`config.mk`:
```
export PLATFORM = sky130hd
export DESIGN_NAME = csv_stream_parser_unit
export DESIGN_NICKNAME = d
export VERILOG_FILES = /design/src/rtl/csvp_pkg.sv /design/src/rtl/csvp_core.sv /design/src/rtl/csvp_res_queue.sv /design/src/rtl/csv_stream_parser_unit.sv
export SDC_FILE = /design/constraint.sdc
export NUM_CORES = 1
export LEC_CHECK = 0
export ABC_AREA = 1
export BUFFER_PORTS_ARGS = -buffer_cell sky130_fd_sc_hd__buf_2
export CORE_ASPECT_RATIO = 0.6
export CORE_MARGIN = 5
export CORE_UTILIZATION = 28
export CTS_BUF_LIST = sky130_fd_sc_hd__clkbuf_2
export DETAILED_ROUTE_END_ITERATION = 10
export HOLD_SLACK_MARGIN = 0.05
export PLACE_DENSITY_LB_ADDON = 0.2
export RECOVER_POWER = 25
export SYNTH_ARGS = -nofsm -noshare
export SYNTH_HDL_FRONTEND = slang
export SYNTH_SLANG_ARGS = --single-unit
export TNS_END_PERCENT = 1
```
`constraint.sdc`:
```
create_clock -name i_clk -period 12 [get_ports i_clk]
set_clock_uncertainty 0.2 [all_clocks]
set_input_delay 0.6 -clock i_clk [delete_from_list [all_inputs] [get_ports i_clk]]
set_output_delay 0.6 -clock i_clk [all_outputs]
set_load 0.05 [all_outputs]
```
`src/rtl/csvp_pkg.sv`:
```
// shared types and constants of the csv stream parser
`default_nettype none

package csvp_pkg;

    localparam int MAX_COLUMNS_DEF = 256;
    localparam int ROW_WIDTH_DEF   = 16;
    localparam int MAX_RESULTS     = 3;
    localparam int QUEUE_DEPTH     = 4;

    localparam logic [7:0] CH_COMMA = 8'h2C;
    localparam logic [7:0] CH_CR    = 8'h0D;
    localparam logic [7:0] CH_LF    = 8'h0A;
    localparam logic [7:0] CH_QUOTE = 8'h22;
    localparam logic [7:0] CH_NUL   = 8'h00;

    localparam logic [2:0] E_NONE        = 3'd0;
    localparam logic [2:0] E_AFTER_QUOTE = 3'd1;
    localparam logic [2:0] E_OPEN_QUOTE  = 3'd2;
    localparam logic [2:0] E_COLUMNS     = 3'd3;
    localparam logic [2:0] E_OVERFLOW    = 3'd4;

    typedef enum logic [1:0] {
        K_CONTENT   = 2'd0,
        K_FIELD_END = 2'd1,
        K_DONE      = 2'd2,
        K_ERROR     = 2'd3
    } t_kind;

    typedef struct packed {
        logic [7:0] in_byte;
        logic       end_of_input;
    } t_in_item;

    typedef struct packed {
        t_kind       kind;
        logic [7:0]  data_byte;
        logic [7:0]  column;
        logic [15:0] row;
        logic        record_end;
        logic        field_empty;
        logic [2:0]  error_code;
        logic        last;
    } t_out_item;

    // results caused by one input transaction
    typedef struct packed {
        logic [1:0]                        count;
        t_out_item [MAX_RESULTS-1:0]       items;
    } t_res_set;

endpackage

`default_nettype wire

```
`src/rtl/csvp_core.sv`:
```
// parse state and results for one input byte per cycle while i_fire
`default_nettype none

module csvp_core #(
    parameter int MAX_COLUMNS = csvp_pkg::MAX_COLUMNS_DEF,
    parameter int ROW_WIDTH   = csvp_pkg::ROW_WIDTH_DEF
) (
    input  wire logic               i_clk,
    input  wire logic               i_rst_n,
    input  wire logic               i_fire,
    input  wire csvp_pkg::t_in_item i_item,
    input  wire logic               i_cfg_we,
    input  wire logic [8:0]         i_cfg_data,
    output csvp_pkg::t_res_set      o_set
);
    import csvp_pkg::*;

    localparam int CW = $clog2(MAX_COLUMNS + 1);
    localparam int RW = (CW > 9) ? CW : 9;

    typedef enum logic [2:0] {
        M_FIELD  = 3'd0,
        M_QUOTED = 3'd1,
        M_QSEEN  = 3'd2,
        M_CR     = 3'd3,
        M_CRQ    = 3'd4
    } t_mode;

    typedef enum logic [2:0] {
        A_NONE,
        A_CONTENT,
        A_FIELD,
        A_RECORD,
        A_LATCH
    } t_action;

    t_mode                r_mode, n_mode;
    logic [CW-1:0]        r_col, n_col;
    logic [CW-1:0]        r_learn, n_learn;
    logic [ROW_WIDTH-1:0] r_row, n_row;
    logic                 r_fhc, n_fhc;
    logic                 r_err, n_err;
    logic [2:0]           r_code, n_code;
    logic [8:0]           r_expected;

    logic       eoi;
    logic [7:0] b;
    logic       pre_cr;
    logic       fhc_eff;
    logic       field_sel;
    t_action    act;
    logic [2:0] act_code;

    function automatic t_out_item mk_res(t_kind k, logic [7:0] d, logic [CW-1:0] c,
                                         logic [ROW_WIDTH-1:0] r, logic re, logic fe,
                                         logic [2:0] ec);
        t_out_item            res;
        logic [CW+7:0]        c_ext;
        logic [ROW_WIDTH+15:0] r_ext;
        c_ext           = {8'd0, c};
        r_ext           = {16'd0, r};
        res.kind        = k;
        res.data_byte   = d;
        res.column      = c_ext[7:0];
        res.row         = r_ext[15:0];
        res.record_end  = re;
        res.field_empty = fe;
        res.error_code  = ec;
        res.last        = 1'b0;
        return res;
    endfunction

    // next mode and the single action this byte asks for
    always_comb begin
        b         = i_item.in_byte;
        eoi       = i_item.end_of_input || (b == CH_NUL);
        n_mode    = r_mode;
        pre_cr    = 1'b0;
        fhc_eff   = r_fhc;
        field_sel = 1'b0;
        act       = A_NONE;
        act_code  = E_NONE;
        if (eoi) begin
            n_mode = M_FIELD;
            if (!r_err) begin
                case (r_mode)
                    M_QUOTED: begin
                        act      = A_LATCH;
                        act_code = E_OPEN_QUOTE;
                    end
                    M_CRQ: begin
                        act      = A_LATCH;
                        act_code = E_AFTER_QUOTE;
                    end
                    M_QSEEN: act = A_RECORD;
                    M_CR: begin
                        pre_cr = 1'b1;
                        act    = A_RECORD;
                    end
                    default: begin
                        if (r_col != '0 || r_fhc) act = A_RECORD;
                    end
                endcase
            end
        end else if (!r_err) begin
            case (r_mode)
                M_QUOTED: begin
                    if (b == CH_QUOTE) n_mode = M_QSEEN;
                    else act = A_CONTENT;
                end
                M_QSEEN: begin
                    if (b == CH_QUOTE) begin
                        act    = A_CONTENT;
                        n_mode = M_QUOTED;
                    end else if (b == CH_COMMA) begin
                        act    = A_FIELD;
                        n_mode = M_FIELD;
                    end else if (b == CH_LF) begin
                        act    = A_RECORD;
                        n_mode = M_FIELD;
                    end else if (b == CH_CR) begin
                        n_mode = M_CRQ;
                    end else begin
                        act      = A_LATCH;
                        act_code = E_AFTER_QUOTE;
                    end
                end
                M_CR: begin
                    if (b == CH_LF) begin
                        n_mode = M_FIELD;
                        if (r_col != '0 || r_fhc) act = A_RECORD;
                    end else begin
                        // lone cr becomes content ahead of this byte
                        pre_cr    = 1'b1;
                        fhc_eff   = 1'b1;
                        field_sel = 1'b1;
                    end
                end
                M_CRQ: begin
                    if (b == CH_LF) begin
                        act    = A_RECORD;
                        n_mode = M_FIELD;
                    end else begin
                        act      = A_LATCH;
                        act_code = E_AFTER_QUOTE;
                    end
                end
                default: field_sel = 1'b1;
            endcase
            if (field_sel) begin
                n_mode = M_FIELD;
                if (b == CH_COMMA) begin
                    act = A_FIELD;
                end else if (b == CH_LF) begin
                    if (r_col != '0 || fhc_eff) act = A_RECORD;
                end else if (b == CH_CR) begin
                    n_mode = M_CR;
                end else if (b == CH_QUOTE && !fhc_eff) begin
                    n_mode = M_QUOTED;
                end else begin
                    act = A_CONTENT;
                end
            end
        end
    end

    // counters, error latch and the results of this byte
    always_comb begin
        logic [1:0]                  v_cnt;
        t_out_item [MAX_RESULTS-1:0] v_items;
        logic [RW-1:0]               count;
        logic [RW-1:0]               req;
        v_cnt   = 2'd0;
        v_items = '0;
        count   = '0;
        req     = '0;
        n_col   = r_col;
        n_learn = r_learn;
        n_row   = r_row;
        n_fhc   = r_fhc;
        n_err   = r_err;
        n_code  = r_code;

        if (pre_cr) begin
            v_items[v_cnt] = mk_res(K_CONTENT, CH_CR, n_col, n_row, 1'b0, 1'b0, E_NONE);
            v_cnt          = v_cnt + 2'd1;
            n_fhc          = 1'b1;
        end

        case (act)
            A_CONTENT: begin
                v_items[v_cnt] = mk_res(K_CONTENT, b, n_col, n_row, 1'b0, 1'b0, E_NONE);
                v_cnt          = v_cnt + 2'd1;
                n_fhc          = 1'b1;
            end
            A_FIELD: begin
                if (n_col >= CW'(MAX_COLUMNS)) begin
                    n_err  = 1'b1;
                    n_code = E_OVERFLOW;
                end else begin
                    v_items[v_cnt] = mk_res(K_FIELD_END, 8'd0, n_col, n_row, 1'b0, !n_fhc,
                                            E_NONE);
                    v_cnt          = v_cnt + 2'd1;
                    n_col          = n_col + 1'b1;
                    n_fhc          = 1'b0;
                end
            end
            A_RECORD: begin
                if (n_col >= CW'(MAX_COLUMNS)) begin
                    n_err  = 1'b1;
                    n_code = E_OVERFLOW;
                end else begin
                    v_items[v_cnt] = mk_res(K_FIELD_END, 8'd0, n_col, n_row, 1'b1, !n_fhc,
                                            E_NONE);
                    v_cnt          = v_cnt + 2'd1;
                    count          = RW'(n_col) + RW'(1);
                    req            = (r_expected != '0) ? RW'(r_expected) : RW'(n_learn);
                    if (req != '0 && count != req) begin
                        n_err  = 1'b1;
                        n_code = E_COLUMNS;
                    end else begin
                        if (r_expected == '0 && n_learn == '0) n_learn = count[CW-1:0];
                        if (n_row != '1) n_row = n_row + 1'b1;
                        n_col = '0;
                        n_fhc = 1'b0;
                    end
                end
            end
            A_LATCH: begin
                n_err  = 1'b1;
                n_code = act_code;
            end
            default: ;
        endcase

        if (eoi) begin
            if (!n_err && n_row == '0) begin
                n_err  = 1'b1;
                n_code = E_OVERFLOW;
            end
            if (n_err) begin
                v_items[v_cnt] = mk_res(K_ERROR, 8'd0, n_col, n_row, 1'b0, 1'b0, n_code);
            end else begin
                v_items[v_cnt] = mk_res(K_DONE, 8'd0, '0, n_row, 1'b0, 1'b0, E_NONE);
            end
            v_cnt   = v_cnt + 2'd1;
            // re-arm for the next text
            n_col   = '0;
            n_learn = '0;
            n_row   = '0;
            n_fhc   = 1'b0;
            n_err   = 1'b0;
            n_code  = E_NONE;
        end else if (n_err && !r_err) begin
            v_items[v_cnt] = mk_res(K_ERROR, 8'd0, n_col, n_row, 1'b0, 1'b0, n_code);
            v_cnt          = v_cnt + 2'd1;
        end

        for (int k = 0; k < MAX_RESULTS; k++) begin
            v_items[k].last = (v_cnt == 2'(k + 1));
        end
        o_set.count = v_cnt;
        o_set.items = v_items;
    end

    always_ff @(posedge i_clk) begin
        if (!i_rst_n) begin
            r_mode     <= M_FIELD;
            r_col      <= '0;
            r_learn    <= '0;
            r_row      <= '0;
            r_fhc      <= 1'b0;
            r_err      <= 1'b0;
            r_code     <= E_NONE;
            r_expected <= '0;
        end else begin
            if (i_fire) begin
                r_mode  <= n_mode;
                r_col   <= n_col;
                r_learn <= n_learn;
                r_row   <= n_row;
                r_fhc   <= n_fhc;
                r_err   <= n_err;
                r_code  <= n_code;
            end
            if (i_cfg_we) r_expected <= i_cfg_data;
        end
    end

endmodule

`default_nettype wire

```
`src/rtl/csvp_res_queue.sv`:
```
// small result queue: up to three results in at once, one out per ready cycle
`default_nettype none

module csvp_res_queue (
    input  wire logic               i_clk,
    input  wire logic               i_rst_n,
    input  wire logic               i_push,
    input  wire csvp_pkg::t_res_set i_set,
    output logic                    o_space,
    output logic                    o_valid,
    input  wire logic               i_ready,
    output csvp_pkg::t_out_item     o_item
);
    import csvp_pkg::*;

    localparam int PW   = $clog2(QUEUE_DEPTH);
    localparam int CNTW = $clog2(QUEUE_DEPTH + 1);

    t_out_item        r_q [QUEUE_DEPTH];
    logic [PW-1:0]    r_wr, n_wr;
    logic [PW-1:0]    r_rd, n_rd;
    logic [CNTW-1:0]  r_cnt, n_cnt;
    logic             pop;
    logic [CNTW-1:0]  push_cnt;

    assign o_valid  = (r_cnt != '0);
    assign o_item   = r_q[r_rd];
    assign o_space  = (r_cnt <= CNTW'(QUEUE_DEPTH - MAX_RESULTS));
    assign pop      = o_valid && i_ready;
    assign push_cnt = i_push ? CNTW'(i_set.count) : '0;

    always_comb begin
        n_wr  = r_wr + PW'(push_cnt);
        n_rd  = r_rd + PW'(pop);
        n_cnt = r_cnt + push_cnt - CNTW'(pop);
    end

    always_ff @(posedge i_clk) begin
        if (!i_rst_n) begin
            r_wr  <= '0;
            r_rd  <= '0;
            r_cnt <= '0;
        end else begin
            r_wr  <= n_wr;
            r_rd  <= n_rd;
            r_cnt <= n_cnt;
        end
    end

    always_ff @(posedge i_clk) begin
        for (int k = 0; k < MAX_RESULTS; k++) begin
            if (i_push && (k < int'(i_set.count))) begin
                r_q[r_wr + PW'(k)] <= i_set.items[k];
            end
        end
    end

endmodule

`default_nettype wire

```
`src/rtl/csv_stream_parser_unit.sv`:
```
// Streaming CSV parser. One text byte (or an end-of-input transaction) is taken per
// cycle while o_in_ready is high and parsed in a single registered step; its zero to
// three results go into a four-entry result queue that delivers one result per cycle
// while i_out_ready is high. Input ready stays high while the queue holds at most one
// result, so bytes that cause one result or none stream at one per cycle while results
// drain. A zero byte ends the input like end_of_input. expected_columns is written
// through i_cfg_we/i_cfg_data; 0 learns the column count from the first record.
`default_nettype none

module csv_stream_parser_unit #(
    parameter int MAX_COLUMNS = csvp_pkg::MAX_COLUMNS_DEF,
    parameter int ROW_WIDTH   = csvp_pkg::ROW_WIDTH_DEF
) (
    input  wire logic                i_clk,
    input  wire logic                i_rst_n,
    input  wire logic                i_in_valid,
    output logic                     o_in_ready,
    input  wire csvp_pkg::t_in_item  i_in_item,
    output logic                     o_out_valid,
    input  wire logic                i_out_ready,
    output csvp_pkg::t_out_item      o_out_item,
    input  wire logic                i_cfg_we,
    input  wire logic [8:0]          i_cfg_data
);
    import csvp_pkg::*;

    t_res_set set;
    logic     fire;
    logic     space;

    assign o_in_ready = space;
    assign fire       = i_in_valid && space;

    csvp_core #(
        .MAX_COLUMNS (MAX_COLUMNS),
        .ROW_WIDTH   (ROW_WIDTH)
    ) u_core (
        .i_clk      (i_clk),
        .i_rst_n    (i_rst_n),
        .i_fire     (fire),
        .i_item     (i_in_item),
        .i_cfg_we   (i_cfg_we),
        .i_cfg_data (i_cfg_data),
        .o_set      (set)
    );

    csvp_res_queue u_queue (
        .i_clk   (i_clk),
        .i_rst_n (i_rst_n),
        .i_push  (fire),
        .i_set   (set),
        .o_space (space),
        .o_valid (o_out_valid),
        .i_ready (i_out_ready),
        .o_item  (o_out_item)
    );

endmodule

`default_nettype wire

```
# Yosys cells after proc, flatten, opt, wreduce, memory -nomap -nowiden
# Memories as Yosys holds them, arrays and structs flattened. A register that Yosys moved wholly into a read port is not among the register bits.
# Index checks and enable logic that the tools add are counted.
# op_classes
n_addsub	10
n_mux	122
order_cmp	9
reduce_logical	39
n_eq_ne	26
# op_table
cell	n
bitwise mux 120 bit	6
two-way mux 120 bit	5
one-hot mux 120 bit (3 select lines)	1
demux 40 bit (select 2 bit)	2
two-way mux 3 bit	39
two-way mux 9 bit	10
two-way mux 16 bit	5
two-way mux 40 bit	2
two-way mux 1 bit	34
two-way mux 34 bit	1
nonzero test 9 bit	3
logical NOT 9 bit	2
one-hot mux 3 bit (3 select lines)	2
one-hot mux 9 bit (2 select lines)	1
adder 16 x 1 -> 16 bit (second input constant)	1
== test 8 x 4 -> 1 bit (second input constant)	2
== test 8 x 6 -> 1 bit (second input constant)	2
logical NOT 16 bit	1
inequality test 16 bit (second input constant)	1
== test 3 x 2 -> 1 bit (second input constant)	4
logical AND 1 bit	12
two-way mux 2 bit	6
one-hot mux 3 bit (2 select lines)	2
one-hot mux 3 bit (4 select lines)	1
39 further kinds	61
# totals
out_inout_bits	42
ram_bits	160
memories	1
ff_bits	58
word_cells	219
# mem_list
memory	depth	width	read_ports	rd_clocked_by_memory_dff	wr	line_no	text
u_queue.r_q	4	40	1	1	3	csvp_res_queue.sv:19	t_out_item r_q [QUEUE_DEPTH];

# Longest topological paths before layout
# logic_depth
word_depth	24
ltp_mapped	30

# By module
# From an unflattened synthesis, not the netlist that was laid out.
# unflattened
hier_cells	2379
area_unflattened_um2	16047.9
# by_module_without_submodules
module	area_per_inst_um2	instances	cells_per_inst
csvp_res_queue	10282.4	1	1299
csvp_core	5758.0	1	1078
csv_stream_parser_unit	7.5	1	2

# Worst setup path after synthesis
# OpenSTA, ideal clock, no wires.
# synth_path
kind	input port to flip-flop
startpoint	input port i_in_item[8] in the netlist's numbering
endpoint	memory u_queue.r_q[0][0] in the netlist's numbering, enable pin
t_arrival_ns	5.668
stages	18
path_slack_ns	5.639
setup_ns	0.493
path_cell_list	inv_1 -> nand2_1 -> nor2_2 -> inv_2 -> nor3_2 -> nor2_2 -> nand2_1 -> nand2_1 -> inv_1 -> ha_1 -> or2_1 -> a31oi_4 -> inv_2 -> nor2_8 -> nand2_4 -> nand2_2 -> o21ai_0 -> o21ai_0
# synth_lines
item	line_no	text
start: declaration	csv_stream_parser_unit.sv:18	input wire csvp_pkg::t_in_item i_in_item,
end: declaration	csvp_res_queue.sv:19	

==> results.toml <==
[synthesis]
yosys.cell_count.top_type = "nand2_1"
synth_cell_types = 52
ys.flop_type = "edfxtp_1"
yosys_warnings = 0
syn-num-nets = 1902
synth_area_leaders = "edfxtp_1 (34%), nand2_1 (10%), dfxtp_1 (8.3%)"
synthCells = 1867
netlist_area_um2 = 14000
synth_common_cells = "nand2_1 (392), nand3_1 (222), nor2_1 (213)"
synth_area_per_cell_um2 = 7.51
ys_seq_area_frac = 0.425
synth_edf_count = 160
ys_seq_elements = 218
async_flop_share = 0
yosysTopAreaCellShare = 0.343
synth_top_area_cell = "edfxtp_1"

[die]
die_y_um = 183
start_util = 0.283
dieArea_um2 = 54800
die_w_um = 299
coreArea_um2 = 49500
ios = 65
row_count = 63

[clock_tree]
clockBufferDepth = 3
h-tree-depth = 2
cts_setup_buffers = 0
cts_made_buffers = 58
clk_latency_ns = 0.98
clkSinkCount = 218
root_buffer = "clkbuf_2"
path_clk_slew_ns = 0.10
cts_tree = "built"

[setup_path]
crit_path_end_kind = "register"
critPathCapture = "u_queue.r_q[3][12]"
required_ns = 12.32
timing.reg2reg.setup_slack_ns = 4.80
r2r-end = "u_queue.r_q[3][12]"
path_class = "reg -> reg"
startpoint = "u_core.r_col[0]"
cp-start-kind = "register"
reg2reg_depth = 20
rr_startpoint = "u_core.r_col[0]"
critPathMaxFanout = 40
crit_arrival_ns = 7.52

[placed_design]
placed_cell_area_um2 = 15000
portBuffers = 64
place_ws_ns = 6.02
dp.cells = 2511
dp_hpwl_um = 38500
gp_congestion = 0.944

[worst_hold_path]
min_path_type = "in -> reg"
min_path_cells = 5

[grt]
grt_pass1_vias = 13300
antenna_found_initial = 2
grtUsageTotal = 0.193
grt_max_degree = 55
grt_pass1_wl_um = 82700
overflow = 0

[routing]
vias = 14200
viasPerCell = 5.35
wl_met1_um = 26700
route.met2.wl_um = 22700
drcViolationCount = 0
dr.max_layer_used = "met5"
dr.first_iter.drc_count = 1455
first_pass_iters = 6
routed_wl_um = 54900
wire_per_inst_um = 20.7
dr_wl_met3_um = 4300
antenna_left = 0

[pwr]
total_power_mw = 3.22
powerDensity_nw_per_um2 = 205
peakVddDrop_v = 0.000110
p_leak_nw = 5.82

[sta]
slew_headroom = -0.657
worst_slack_ns = 4.80
final_hold_viol_count = 0
rsz0062_at_grt = "no"
period_needed_ns = 7.20
fin_tns_setup_ns = 0
fin_crit_sh = 0.600
fmax_mhz = 139
hold_slack_ns = 0.192
setup_viol = 0
drv_slew = 150
worst_pin_slew_ns = 2.49

[final_layout]
drive_gt1_frac = 0.108
synthToLayoutAreaGrowth_pct = 11.7
fillCellCount = 5392
nNetsFinal = 1995
instances_no_fill = 2651
postLayoutCoreUtil = 0.317
design_area_um2 = 15700

[status]
status = "finished, violations left"
violations = "max-capacitance violations, max-slew violations"

[run]
cap_viol_max_count = 5
-- metal layers --
metal,up-vias,global-route usage
li1,6705,-
met1,6741,0.293
met2,650,0.288
met3,82,0.0308
met4,2,0.0459
met5,-,0
-- where the power goes --
part	switching (mW)	internal, mW
Combinational	1.28	0.330
Clock	0.345	0.191
Sequential	0.0448	1.02
-- sequential cells by signal (all words and copies together) (netlist names) --
| name | count |
|---|---|
| u_queue.r_rd | 2 |
| u_core.r_expected | 9 |
| u_queue.r_wr | 2 |
| u_core.r_col | 9 |
| u_core.r_fhc | 1 |
| u_core.r_err | 1 |
| u_queue.r_q | 160 |
| u_core.r_row | 16 |
| u_queue.r_cnt | 3 |
| u_core.r_mode | 3 |
| u_core.r_learn | 9 |
| u_core.r_code | 3 |
-- critical path: stages, from the launching register on --
cell and delay [ns]:
dfxtp_1 0.54, ha_1 0.24, nand3_1 0.17, nor2_1 0.16
xor2_1 0.27, nand3_1 0.11, nand3_1 0.10, nor2_1 0.05
nand3_1 0.30, nand2_1 0.40, o21ai_0 0.64, nand2_4 0.13
nand2_1 0.16, nand2_1 0.66, nand2_1 0.38, nand2_4 0.12
nor2_1 0.99, nor2_2 0.07, buf_4 0.32, o21ai_4 0.10
buf_4 0.61
-- logic make-up after synthesis --
family                     share of synthesized area
and+or+nand+nor                                0.295
AOI/OAI and AO/OA                              0.185
buffers and inverters                         0.0764
DFF                                            0.425
adders and majority gates                     0.0112
xor gates and xnor gates                     0.00624
-- what timing repair did --
action | in CTS | in global routing
endpoints found under the hold margin | 77 | 0
endpoints found under the setup margin | 0 | 0
hold buffers | 39 | 0
gates resized for setup | 0 | 0
-- cells in the final DEF (no fill, tap or decap), drive strengths merged, types with 2 or more instances in the layout --
| cell | netlist | layout |
|---|---|---|
| nand2 | 421 | 421 |
| nor2 | 241 | 241 |
| nand3 | 228 | 228 |
| o21ai | 179 | 179 |
| inv | 166 | 166 |
| edfxtp | 160 | 160 |
| clkbuf | 52 | 133 |
| a21oi | 113 | 113 |
| o22ai | 62 | 62 |
| dfxtp | 58 | 58 |
| o221ai | 49 | 49 |
| buf | 42 | 41 |
| dlygate4sd3 | 0 | 39 |
| clkinv | 4 | 16 |
| o211ai | 15 | 15 |
| nand4 | 15 | 15 |
| ha | 11 | 11 |
| nor3 | 11 | 11 |
| xor2 | 7 | 7 |
| a31oi | 6 | 6 |
| nor4 | 5 | 5 |
| diode | 0 | 3 |
| o21a | 3 | 3 |
| xnor2 | 3 | 3 |
| o21bai | 2 | 2 |
| a22oi | 2 | 2 |
| a22o | 2 | 2 |
| a211oi | 2 | 2 |
| o211a | 2 | 2 |
-- area by class of cell --
class | count | area, µm² | share of cell area
Clock inverter | 12 | 56.3 | 0.00359
Multi-Input combinational cell | 1385 | 6950 | 0.443
Sequential cell | 218 | 5970 | 0.381
Clock buffer | 86 | 430 | 0.0275
Inverter | 170 | 638 | 0.0407
Antenna cell | 3 | 7.51 | 0.000479
Timing Repair Buffer | 127 | 815 | 0.0520
Tap cell | 650 | 813 | 0.0519
-- worst min-delay path by stage --
stage / from / end
global route: i_out_ready / u_queue.r_rd[1]
detailed placement: u_core.r_learn[1] / u_core.r_learn[1]
global placement: u_core.r_learn[5] / u_core.r_learn[5]
finish: i_out_ready / u_queue.r_rd[1]
CTS: i_out_ready / u_queue.r_rd[1]
floorplan: u_core.r_learn[5] / u_core.r_learn[5]
Power figures use the tool's default switching activity.
